--- config.mk ---
export PLATFORM = sky130hd
export DESIGN_NAME = tilt_frame_check_and_hold_detect
export DESIGN_NICKNAME = d
export VERILOG_FILES = /design/src/hdl/tfchd_pkg.sv /design/src/hdl/tfchd_front.sv /design/src/hdl/tfchd_queue.sv /design/src/hdl/tfchd_back.sv /design/src/hdl/tilt_frame_check_and_hold_detect.sv
export VERILOG_INCLUDE_DIRS = /design/src /design/src/hdl
export SDC_FILE = /design/constraint.sdc
export NUM_CORES = 1
export LEC_CHECK = 0
export BUFFER_PORTS_ARGS = -buffer_cell sky130_fd_sc_hd__buf_2
export CORE_MARGIN = 2
export CORE_UTILIZATION = 52
export DETAILED_ROUTE_END_ITERATION = 7
export PLACE_DENSITY = 0.72
export RECOVER_POWER = 50
export SLEW_MARGIN = 20
export SYNTH_ARGS = -nofsm -noshare
export SYNTH_HDL_FRONTEND = slang
export SYNTH_SLANG_ARGS = --single-unit
--- constraint.sdc ---
create_clock -name i_clk -period 6.8 [get_ports i_clk]
set_clock_uncertainty 0.05 [all_clocks]
set_input_delay 1.02 -clock i_clk [delete_from_list [all_inputs] [get_ports i_clk]]
set_output_delay 1.02 -clock i_clk [all_outputs]
set_load 0.02 [all_outputs]
--- src/hdl/tilt_frame_check_and_hold_detect_macros.svh ---
`ifndef TILT_FRAME_CHECK_AND_HOLD_DETECT_MACROS_SVH
`define TILT_FRAME_CHECK_AND_HOLD_DETECT_MACROS_SVH

// same-cycle implication, checked out of reset
`define TFCHD_ASSERT_NOW(label, clk, rst_n, ante, cons) \
    label: assert property (@(posedge clk) disable iff (!rst_n) (ante) |-> (cons)) \
        else $error("tfchd same-cycle check failed");

// next-cycle implication, checked out of reset
`define TFCHD_ASSERT_NEXT(label, clk, rst_n, ante, cons) \
    label: assert property (@(posedge clk) disable iff (!rst_n) (ante) |=> (cons)) \
        else $error("tfchd next-cycle check failed");

`endif

--- src/hdl/tfchd_pkg.sv ---
package tfchd_pkg;

    localparam int FRAME_BUFFER_BYTES = 32;
    localparam int COUNT_W            = $clog2(FRAME_BUFFER_BYTES + 1);
    localparam int HDR_BYTES          = 11;
    localparam int HDR_IDX_W          = $clog2(HDR_BYTES);
    localparam int CRC_BYTES          = 9;

    localparam int QUEUE_DEPTH = 2;
    localparam int QPTR_W      = $clog2(QUEUE_DEPTH);
    localparam int QCNT_W      = $clog2(QUEUE_DEPTH + 1);

    localparam logic [15:0] CRC_INIT = 16'hFFFF;
    localparam logic [15:0] CRC_POLY = 16'hA001;
    localparam logic [7:0]  FUNC_READ_INPUT = 8'h04;
    localparam logic [7:0]  BYTE_COUNT_SIX  = 8'h06;

    localparam logic [1:0] KIND_BYTE  = 2'd0;
    localparam logic [1:0] KIND_TICK  = 2'd1;
    localparam logic [1:0] KIND_CMD   = 2'd2;
    localparam logic [1:0] KIND_ERROR = 2'd3;

    localparam logic [7:0] CHR_ONE  = 8'h31;
    localparam logic [7:0] CHR_LS   = 8'h73;
    localparam logic [7:0] CHR_US   = 8'h53;
    localparam logic [7:0] CHR_ZERO = 8'h30;
    localparam logic [7:0] CHR_LR   = 8'h72;
    localparam logic [7:0] CHR_UR   = 8'h52;

    localparam logic [2:0] OP_BYTE  = 3'd0;
    localparam logic [2:0] OP_TICK  = 3'd1;
    localparam logic [2:0] OP_START = 3'd2;
    localparam logic [2:0] OP_STOP  = 3'd3;
    localparam logic [2:0] OP_ERROR = 3'd4;
    localparam logic [2:0] OP_NONE  = 3'd5;

    localparam logic [1:0] CFG_STATION = 2'd0;
    localparam logic [1:0] CFG_WINDOW  = 2'd1;
    localparam logic [1:0] CFG_HOLD    = 2'd2;

    localparam logic [7:0]  RST_STATION = 8'd5;
    localparam logic [14:0] RST_WINDOW  = 15'd500;
    localparam logic [15:0] RST_HOLD    = 16'd5000;

    localparam int OUT_W = 72;

    typedef struct packed {
        logic [2:0] op;
        logic [7:0] data;
        logic       last;
    } t_op;

    typedef struct packed {
        logic              full;
        logic              empty;
        logic [QCNT_W-1:0] count;
    } t_q_stat;

endpackage

--- src/hdl/tfchd_front.sv ---
module tfchd_front (
    input  logic                  i_s_tvalid,
    input  logic [7:0]            i_s_tdata,   // data_byte[7:0]
    input  logic [1:0]            i_s_tuser,   // kind[1:0]
    input  logic                  i_s_tlast,
    input  tfchd_pkg::t_q_stat    i_q_stat,
    output logic                  o_s_tready,
    output logic                  o_push,
    output tfchd_pkg::t_op        o_op
);

    logic [2:0] w_op;

    always_comb begin
        case (i_s_tuser)
            tfchd_pkg::KIND_BYTE:  w_op = tfchd_pkg::OP_BYTE;
            tfchd_pkg::KIND_TICK:  w_op = tfchd_pkg::OP_TICK;
            tfchd_pkg::KIND_CMD: begin
                if (i_s_tdata == tfchd_pkg::CHR_ONE || i_s_tdata == tfchd_pkg::CHR_LS ||
                    i_s_tdata == tfchd_pkg::CHR_US) begin
                    w_op = tfchd_pkg::OP_START;
                end else if (i_s_tdata == tfchd_pkg::CHR_ZERO ||
                             i_s_tdata == tfchd_pkg::CHR_LR ||
                             i_s_tdata == tfchd_pkg::CHR_UR) begin
                    w_op = tfchd_pkg::OP_STOP;
                end else begin
                    w_op = tfchd_pkg::OP_NONE;
                end
            end
            tfchd_pkg::KIND_ERROR: w_op = tfchd_pkg::OP_ERROR;
            default:               w_op = tfchd_pkg::OP_NONE;
        endcase
    end

    assign o_s_tready = !i_q_stat.full;
    assign o_push     = i_s_tvalid && !i_q_stat.full;
    assign o_op.op    = w_op;
    assign o_op.data  = i_s_tdata;
    assign o_op.last  = i_s_tlast && (i_s_tuser == tfchd_pkg::KIND_BYTE);

endmodule

--- src/hdl/tfchd_queue.sv ---
module tfchd_queue (
    input  logic               i_clk,
    input  logic               i_rst_n,
    input  logic               i_push,
    input  tfchd_pkg::t_op     i_op,
    input  logic               i_pop,
    output tfchd_pkg::t_op     o_head,
    output logic               o_head_valid,
    output tfchd_pkg::t_q_stat o_stat
);

    tfchd_pkg::t_op                  r_mem [tfchd_pkg::QUEUE_DEPTH];
    logic [tfchd_pkg::QPTR_W-1:0]    r_wr_ptr;
    logic [tfchd_pkg::QPTR_W-1:0]    r_rd_ptr;
    logic [tfchd_pkg::QCNT_W-1:0]    r_count;
    logic                            w_full;

    assign w_full = (r_count == tfchd_pkg::QCNT_W'(tfchd_pkg::QUEUE_DEPTH));

    function automatic logic [tfchd_pkg::QPTR_W-1:0] f_adv(
        input logic [tfchd_pkg::QPTR_W-1:0] p
    );
        if (p == tfchd_pkg::QPTR_W'(tfchd_pkg::QUEUE_DEPTH - 1)) begin
            return '0;
        end
        return p + 1'b1;
    endfunction

    always_ff @(posedge i_clk) begin
        if (i_push) begin
            r_mem[r_wr_ptr] <= i_op;
        end
    end

    always_ff @(posedge i_clk) begin
        if (!i_rst_n) begin
            r_wr_ptr <= '0;
            r_rd_ptr <= '0;
            r_count  <= '0;
        end else begin
            if (i_push) begin
                r_wr_ptr <= f_adv(r_wr_ptr);
            end
            if (i_pop) begin
                r_rd_ptr <= f_adv(r_rd_ptr);
            end
            case ({i_push, i_pop})
                2'b10:   r_count <= r_count + 1'b1;
                2'b01:   r_count <= r_count - 1'b1;
                default: r_count <= r_count;
            endcase
        end
    end

    assign o_head       = r_mem[r_rd_ptr];
    assign o_head_valid = (r_count != '0);
    assign o_stat.full  = w_full;
    assign o_stat.empty = (r_count == '0);
    assign o_stat.count = r_count;

endmodule

--- src/hdl/tfchd_back.sv ---
module tfchd_back (
    input  logic                          i_clk,
    input  logic                          i_rst_n,
    input  tfchd_pkg::t_op                i_head,
    input  logic                          i_head_valid,
    output logic                          o_pop,
    input  logic                          i_cfg_valid,
    input  logic [1:0]                    i_cfg_index,
    input  logic [15:0]                   i_cfg_data,
    output logic                          o_m_tvalid,
    input  logic                          i_m_tready,
    output logic [tfchd_pkg::OUT_W-1:0]   o_m_tdata
);

    logic [7:0]  r_station;
    logic [14:0] r_window;
    logic [15:0] r_hold_ticks;

    logic [tfchd_pkg::COUNT_W-1:0] r_count, n_count;
    logic [7:0]  r_bytes [tfchd_pkg::HDR_BYTES];
    logic [7:0]  n_bytes [tfchd_pkg::HDR_BYTES];
    logic [15:0] r_crc, n_crc;
    logic [15:0] r_roll, n_roll, r_pitch, n_pitch, r_yaw, n_yaw;
    logic [15:0] r_broll, n_broll, r_bpitch, n_bpitch, r_byaw, n_byaw;
    logic        r_run, n_run, r_done, n_done, r_inwin, n_inwin, r_lamp, n_lamp;
    logic [15:0] r_hold, n_hold;
    logic        w_acc, w_rej, w_all_in;
    logic        r_out_valid;
    logic [tfchd_pkg::OUT_W-1:0] r_out_data;

    function automatic logic [15:0] f_crc_byte(input logic [15:0] crc, input logic [7:0] b);
        logic [15:0] c;
        c = crc ^ {8'h00, b};
        for (int k = 0; k < 8; k++) begin
            if (c[0]) begin
                c = (c >> 1) ^ tfchd_pkg::CRC_POLY;
            end else begin
                c = c >> 1;
            end
        end
        return c;
    endfunction

    function automatic logic f_in_win(input logic [15:0] a, input logic [15:0] b,
                                      input logic [14:0] w);
        logic signed [17:0] v;
        logic signed [17:0] lo;
        logic signed [17:0] hi;
        v  = $signed({{2{a[15]}}, a});
        lo = $signed({{2{b[15]}}, b}) - $signed({3'b000, w});
        hi = $signed({{2{b[15]}}, b}) + $signed({3'b000, w});
        return (v > lo) && (v < hi);
    endfunction

    assign o_pop = i_head_valid && (!r_out_valid || i_m_tready);
    assign w_all_in = f_in_win(r_roll, r_broll, r_window) &&
                      f_in_win(r_pitch, r_bpitch, r_window) &&
                      f_in_win(r_yaw, r_byaw, r_window);

    always_comb begin
        n_count  = r_count;
        n_bytes  = r_bytes;
        n_crc    = r_crc;
        n_roll   = r_roll;
        n_pitch  = r_pitch;
        n_yaw    = r_yaw;
        n_broll  = r_broll;
        n_bpitch = r_bpitch;
        n_byaw   = r_byaw;
        n_run    = r_run;
        n_done   = r_done;
        n_inwin  = r_inwin;
        n_lamp   = r_lamp;
        n_hold   = r_hold;
        w_acc    = 1'b0;
        w_rej    = 1'b0;
        case (i_head.op)
            tfchd_pkg::OP_BYTE: begin
                if (r_count < tfchd_pkg::COUNT_W'(tfchd_pkg::FRAME_BUFFER_BYTES)) begin
                    if (r_count < tfchd_pkg::COUNT_W'(tfchd_pkg::HDR_BYTES)) begin
                        n_bytes[r_count[tfchd_pkg::HDR_IDX_W-1:0]] = i_head.data;
                    end
                    if (r_count < tfchd_pkg::COUNT_W'(tfchd_pkg::CRC_BYTES)) begin
                        n_crc = f_crc_byte(r_crc, i_head.data);
                    end
                    n_count = r_count + 1'b1;
                end
                if (i_head.last) begin
                    if (n_count >= tfchd_pkg::COUNT_W'(tfchd_pkg::HDR_BYTES) &&
                        n_bytes[0] == r_station &&
                        n_bytes[1] == tfchd_pkg::FUNC_READ_INPUT &&
                        n_bytes[2] == tfchd_pkg::BYTE_COUNT_SIX &&
                        {n_bytes[10], n_bytes[9]} == n_crc) begin
                        n_roll  = {n_bytes[3], n_bytes[4]};
                        n_pitch = {n_bytes[5], n_bytes[6]};
                        n_yaw   = {n_bytes[7], n_bytes[8]};
                        w_acc   = 1'b1;
                    end else begin
                        w_rej   = 1'b1;
                    end
                    n_count = '0;
                    n_crc   = tfchd_pkg::CRC_INIT;
                end
            end
            tfchd_pkg::OP_TICK: begin
                if (r_run) begin
                    if (w_all_in) begin
                        n_lamp = 1'b1;
                        if (!r_inwin) begin
                            n_inwin = 1'b1;
                            n_hold  = '0;
                        end else if (r_hold != 16'hFFFF) begin
                            n_hold  = r_hold + 1'b1;
                        end
                        if (n_hold >= r_hold_ticks) begin
                            n_done  = 1'b1;
                            n_run   = 1'b0;
                            n_inwin = 1'b0;
                            n_lamp  = 1'b0;
                        end
                    end else begin
                        n_inwin = 1'b0;
                        n_lamp  = 1'b0;
                        n_hold  = '0;
                    end
                end
            end
            tfchd_pkg::OP_START: begin
                n_broll  = r_roll;
                n_bpitch = r_pitch;
                n_byaw   = r_yaw;
                n_run    = 1'b1;
                n_done   = 1'b0;
                n_inwin  = 1'b0;
                n_lamp   = 1'b0;
                n_hold   = '0;
            end
            tfchd_pkg::OP_STOP: begin
                n_run   = 1'b0;
                n_inwin = 1'b0;
                n_lamp  = 1'b0;
            end
            tfchd_pkg::OP_ERROR: begin
                n_count = '0;
                n_crc   = tfchd_pkg::CRC_INIT;
            end
            default: begin
            end
        endcase
    end

    always_ff @(posedge i_clk) begin
        if (o_pop) begin
            r_bytes    <= n_bytes;
            r_out_data <= {3'b000, n_hold, r_done & 1'b0 | n_done, n_run, n_lamp,
                           w_rej, w_acc, n_yaw, n_pitch, n_roll};
        end
    end

    always_ff @(posedge i_clk) begin
        if (!i_rst_n) begin
            r_station    <= tfchd_pkg::RST_STATION;
            r_window     <= tfchd_pkg::RST_WINDOW;
            r_hold_ticks <= tfchd_pkg::RST_HOLD;
            r_count      <= '0;
            r_crc        <= tfchd_pkg::CRC_INIT;
            r_roll       <= '0;
            r_pitch      <= '0;
            r_yaw        <= '0;
            r_broll      <= '0;
            r_bpitch     <= '0;
            r_byaw       <= '0;
            r_run        <= 1'b0;
            r_done       <= 1'b0;
            r_inwin      <= 1'b0;
            r_lamp       <= 1'b0;
            r_hold       <= '0;
            r_out_valid  <= 1'b0;
        end else begin
            if (i_cfg_valid) begin
                case (i_cfg_index)
                    tfchd_pkg::CFG_STATION: r_station    <= i_cfg_data[7:0];
                    tfchd_pkg::CFG_WINDOW:  r_window     <= i_cfg_data[14:0];
                    tfchd_pkg::CFG_HOLD:    r_hold_ticks <= i_cfg_data;
                    default: begin
                    end
                endcase
            end
            if (o_pop) begin
                r_count     <= n_count;
                r_crc       <= n_crc;
                r_roll      <= n_roll;
                r_pitch     <= n_pitch;
                r_yaw       <= n_yaw;
                r_broll     <= n_broll;
                r_bpitch    <= n_bpitch;
                r_byaw      <= n_byaw;
                r_run       <= n_run;
                r_done      <= n_done;
                r_inwin     <= n_inwin;
                r_lamp      <= n_lamp;
                r_hold      <= n_hold;
                r_out_valid <= 1'b1;
            end else if (i_m_tready) begin
                r_out_valid <= 1'b0;
            end
        end
    end

    assign o_m_tvalid = r_out_valid;
    assign o_m_tdata  = r_out_data;

endmodule

--- src/hdl/tilt_frame_check_and_hold_detect.sv ---
// Tilt sensor frame checker and hold detector.
// Slave stream: one request per item; tuser carries the kind (sensor byte,
// millisecond tick, terminal command, line error), tdata the byte, tlast the
// end-of-frame mark on sensor bytes. Every request yields exactly one result.
// Master stream: tdata carries the stored angles, the frame accept/reject
// flags, lamp, detecting, settled and the hold tick count.
// Config channel: index 0 station address, 1 window half width, 2 hold ticks;
// always ready; it must be written only while the block is idle, and
// the block itself does not enforce this.
// Throughput: one request per cycle while the receiver takes results, set by
// the back stage that does the CRC byte update and window compares.
// A two-entry request queue sits between classifier and back stage, and the
// result register parts the master side; when the receiver stalls the queue
// fills and s_tready drops.
// Reset (synchronous, active low) empties the queue, drops the pending
// result, loads the register defaults and clears frame and hold state.
`include "tilt_frame_check_and_hold_detect_macros.svh"

module tilt_frame_check_and_hold_detect (
    input  logic        i_clk,
    input  logic        i_rst_n,
    input  logic        i_s_tvalid,
    output logic        o_s_tready,
    input  logic [7:0]  i_s_tdata,   // [7:0] data_byte
    input  logic [1:0]  i_s_tuser,   // [1:0] kind
    input  logic        i_s_tlast,
    output logic        o_m_tvalid,
    input  logic        i_m_tready,
    // [15:0] roll_angle, [31:16] pitch_angle, [47:32] yaw_angle,
    // [48] frame_accepted, [49] frame_rejected, [50] lamp_on, [51] detecting,
    // [52] settled_flag, [68:53] hold_elapsed, [71:69] zero
    output logic [71:0] o_m_tdata,
    input  logic        i_cfg_valid,
    output logic        o_cfg_ready,
    input  logic [1:0]  i_cfg_index,
    input  logic [15:0] i_cfg_data
);

    tfchd_pkg::t_q_stat w_q_stat;
    tfchd_pkg::t_op     w_push_op;
    tfchd_pkg::t_op     w_head;
    logic               w_push;
    logic               w_pop;
    logic               w_head_valid;
    logic               w_flags_ok;
    logic               w_q_at_depth;
    logic               w_push_empty;

    assign o_cfg_ready = 1'b1;

    tfchd_front u_front (
        .i_s_tvalid (i_s_tvalid),
        .i_s_tdata  (i_s_tdata),
        .i_s_tuser  (i_s_tuser),
        .i_s_tlast  (i_s_tlast),
        .i_q_stat   (w_q_stat),
        .o_s_tready (o_s_tready),
        .o_push     (w_push),
        .o_op       (w_push_op)
    );

    tfchd_queue u_queue (
        .i_clk        (i_clk),
        .i_rst_n      (i_rst_n),
        .i_push       (w_push),
        .i_op         (w_push_op),
        .i_pop        (w_pop),
        .o_head       (w_head),
        .o_head_valid (w_head_valid),
        .o_stat       (w_q_stat)
    );

    tfchd_back u_back (
        .i_clk        (i_clk),
        .i_rst_n      (i_rst_n),
        .i_head       (w_head),
        .i_head_valid (w_head_valid),
        .o_pop        (w_pop),
        .i_cfg_valid  (i_cfg_valid),
        .i_cfg_index  (i_cfg_index),
        .i_cfg_data   (i_cfg_data),
        .o_m_tvalid   (o_m_tvalid),
        .i_m_tready   (i_m_tready),
        .o_m_tdata    (o_m_tdata)
    );

    assign w_flags_ok   = !(o_m_tdata[48] && o_m_tdata[49]) &&
                          (!o_m_tdata[50] || o_m_tdata[51]) &&
                          !(o_m_tdata[51] && o_m_tdata[52]);
    assign w_q_at_depth = (w_q_stat.count == tfchd_pkg::QCNT_W'(tfchd_pkg::QUEUE_DEPTH));
    assign w_push_empty = w_push && w_q_stat.empty;

    `TFCHD_ASSERT_NOW(a_flags_consistent, i_clk, i_rst_n, o_m_tvalid, w_flags_ok)
    `TFCHD_ASSERT_NOW(a_ready_when_room, i_clk, i_rst_n, !o_s_tready, w_q_at_depth)
    `TFCHD_ASSERT_NEXT(a_push_lands, i_clk, i_rst_n, w_push_empty, !w_q_stat.empty)

endmodule

==> impl_metrics.py <==
metrics = {
    "hold_path": {
        "hold_depth": 2,
        "min_from": "u_back.r_hold_ticks[1]",
        "worst_hold_path_type": "reg2reg",
        "whs_endpoint": "u_back.r_hold_ticks[1]",
    },
    "floorplan": {
        "die_area_sq_um": 45440,
        "dieHeight_um": 213.2,
        "die_w_um": 213.2,
        "start_util_pct": 52.69,
        "rows": 76,
        "coreArea_sq_um": 43170,
        "io_pins": 109,
    },
    "clocking": {
        "path_clk_slew_ns": 0.06,
        "cts_sinks": 364,
        "numCtsBuffers": 40,
        "htreeDepth": 2,
        "clock-root-buffer": "clkbuf_16",
        "cts_buffer_depth": 3,
        "clk_latency_ns": 0.58,
        "postCtsHoldBufs": 0,
        "cts_tree": "yes",
    },
    "critical_path": {
        "crit_type": "reg2reg",
        "path_buf_inv": 1,
        "required_ns": 7.06,
        "cp.depth": 10,
        "reg2reg_to": "u_back.o_m_tdata[32]",
        "timing.reg2reg.setup_slack_ns": 0.26,
        "path_max_fanout": 48,
        "crit_family": "multiplexers",
        "critPathMostFrequentCell": "mux2i_1",
        "cp-end-kind": "flip-flop",
        "critPathLaunchType": "flip-flop",
        "crit_arrival_ns": 6.80,
        "crit_chain": "mux2i_1 > xnor2_1 > xnor2_2 > xor3_2 > mux2i_1 > o31ai_2 > o21ai_0 > nor3_2 > buf_4 > mux2_2",
        "cp_slowest_stage_delay_ns": 1.89,
        "worst_path_max_delay_cell": "mux2i_1",
        "rr_worst_depth": 10,
    },
    "yosys": {
        "synthTopCellsByCount": "nand2_1 (323), ha_1 (212), dfxtp_1 (183)",
        "netlist_area_sq_um": 22750,
        "synthCells": 2371,
        "synth_seq_cells": 364,
        "synth.avg_cell_area_sq_um": 9.594,
        "synth_edf_count": 181,
        "synth_flop_cell": "dfxtp_1",
        "async_reset_ff_share_pct": 0,
        "synth.largest_area_cell": "edfxtp_1",
        "synth.distinct_cells": 88,
        "ys.warnings.count": 0,
        "synth.yosys.seq_area_share_pct": 40.00,
        "synth_area_leaders": "edfxtp_1 (24%), dfxtp_1 (16%), ha_1 (12%)",
        "yosysTopAreaCellShare_pct": 23.89,
        "synth_most_common_cell": "nand2_1",
    },
    "timing": {
        "slew_violations": 216,
        "setup_viol": 0,
        "relSlewSlack_pct": -136.2,
        "rsz0062_at_grt": "no",
        "tightest_slew_ns": 3.542,
        "finalHoldViolCount": 0,
        "fmax_mhz": 153.0,
        "finalCriticalPeriod_ns": 6.535,
        "fin_tns_setup_ns": 0,
        "timing.final.crit_share_pct": 96.10,
    },
    "routing": {
        "first_iter_violations": 1480,
        "drtAntennaViolNets": 0,
        "wire_per_inst_um": 20.75,
        "first_pass_iters": 8,
        "routed_wl_mm": 63.35,
        "vias": 18089,
        "drc": 0,
        "viasPerCell": 5.925,
    },
    "final_layout": {
        "fin_util_pct": 57.53,
        "final_area_sq_um": 24840,
        "nNetsFinal": 2688,
        "drive_gt1_share_pct": 6.161,
        "finalNonFillerCells": 3053,
        "fillers": 3840,
        "area_delta_synth_final_pct": 9.175,
        "largest_reg_flops": 88,
        "regMostFlops": "u_back.r_bytes",
    },
    "placement": {
        "io_buffers": 104,
        "dp.final_hpwl_mm": 45.77,
        "placed_cell_area_sq_um": 23750,
        "gp_congestion": 0.9574,
        "dp.cells": 2977,
    },
    "global_routing": {
        "globalRouteTotalUtil_pct": 27.98,
        "grt_pass1_wl_mm": 98.06,
        "grt_pass1_vias": 17451,
        "gr-total-overflow": 0,
        "antenna_found_initial": 3,
        "grt_max_degree": 85,
    },
    "power_and_ir_drop": {
        "p_leak_nw": 9.778,
        "p_per_area_nw_per_um2": 264.3,
        "max-vdd-ir-drop_mv": 0.2423,
        "power.total_w": 0.006563,
    },
    "job": {
        "drv_cap": 7,
    },
    "status": {
        "status": "finished with violations",
        "violations": "capacitance limit, slew limit",
    },
}
## tightest hold or removal path, cell delays in order, from the launching register on
cell and delay [ns]:
dfxtp_1 0.31, nand2_1 0.05, a21boi_0 0.06
## metrics by stage
| stage | setup WS (ns) | hold WS (ns) |
|---|---|---|
| floorplan | 1.141 | 0.3885 |
| CTS | 0.5880 | 0.4177 |
| finish | 0.2649 | 0.4202 |
| global route | 0.02544 | 0.4487 |
| global placement | 0.8302 | 0.3972 |
| detailed placement | 0.6704 | 0.4086 |
## what timing repair did
action,CTS,global route
setup buffers,0,1
setup endpoints to repair,0,13
endpoints found under the hold margin,0,0
resized for setup,0,0
## area by class of cell
class                           count  area [sq um]  share of cell area, %
Sequential cell                   364          9099                  36.64
Tap cell                          585         732.0                  2.947
Clock buffer                       51          1084                  4.363
Clock inverter                     22         191.4                 0.7708
Inverter                          133         500.5                  2.015
Timing Repair Buffer              125         574.3                  2.312
Antenna cell                        1         2.502                0.01008
Multi-Input combinational cell   1772         12650                  50.94
## power breakdown
part	internal (W)	switching (W)	total [W]
sequential	0.00266	0.000126	0.00278
combinational	0.000493	0.00114	0.00164
clock	0.00121	0.000932	0.00215
## worst max-delay path by stage
stage | slack [ns] | from | endpoint
floorplan | 1.14 | i_m_tready | u_back.r_bytes[0]
global placement | 0.83 | u_back.r_window[0] | u_back.r_hold[13]
detailed placement | 0.67 | u_back.r_window[0] | u_back.r_done
CTS | 0.59 | u_back.r_window[0] | u_back.r_done
global route | 0.03 | u_back.r_window[0] | u_back.r_inwin
finish | 0.26 | flip-flop | u_back.o_m_tdata[32]
## placed cells by master, fill, tap and decap left out, types with 9 or more instances in the layout
cell       Yosys  routed
a2111oi_0     12      12
a211oi_1      15      15
a21boi_0      71      71
a21o_1        24      24
a21oi_1      105     105
and3_1        12      12
buf_2          7      22
buf_4          8      12
clkbuf_1      80      97
clkbuf_16      0      41
clkinv_1       3       9
dfxtp_1      183     183
edfxtp_1     181     181
ha_1         212     212
inv_1        130     130
mux2_1        29      32
mux2_2        34      31
mux2i_1       76      78
nand2_1      323     323
nand2b_1      30      30
nand3_1       53      53
nand4_1       25      25
nor2_1        91      90
nor2b_1       80      80
nor3_1        44      43
nor4_1        11      13
o211ai_1      24      24
o21a_1        26      26
o21ai_0      155     155
o21bai_1      20      20
o22ai_1       14      14
or3_1         10      10
xnor2_1       95      95
xor2_1        26      26
## routing by layer
metal / part of all wire, % / global-route usage (%)
met5: 0 / 0
met4: 4.0 / 10.94
met3: 5.8 / 3.412
met2: 47 / 47.19
met1: 43 / 36.67
## kinds of logic (layout without fill, tap and decap cells)
group	count (synthesis)	in the layout	synth area share [%]
other	2	5	0.03301
adder cells (fa/ha/maj)	218	218	12.19
AND/OR/NAND/NOR	730	730	15.57
AO/OA/AOI/OAI	546	546	15.66
buffers and inverters	237	331	4.312
multiplexers	147	147	7.062
XOR/XNOR	127	127	5.181
flip-flops	364	364	40.00
Note: power is estimated with default switching activity, not from simulation.
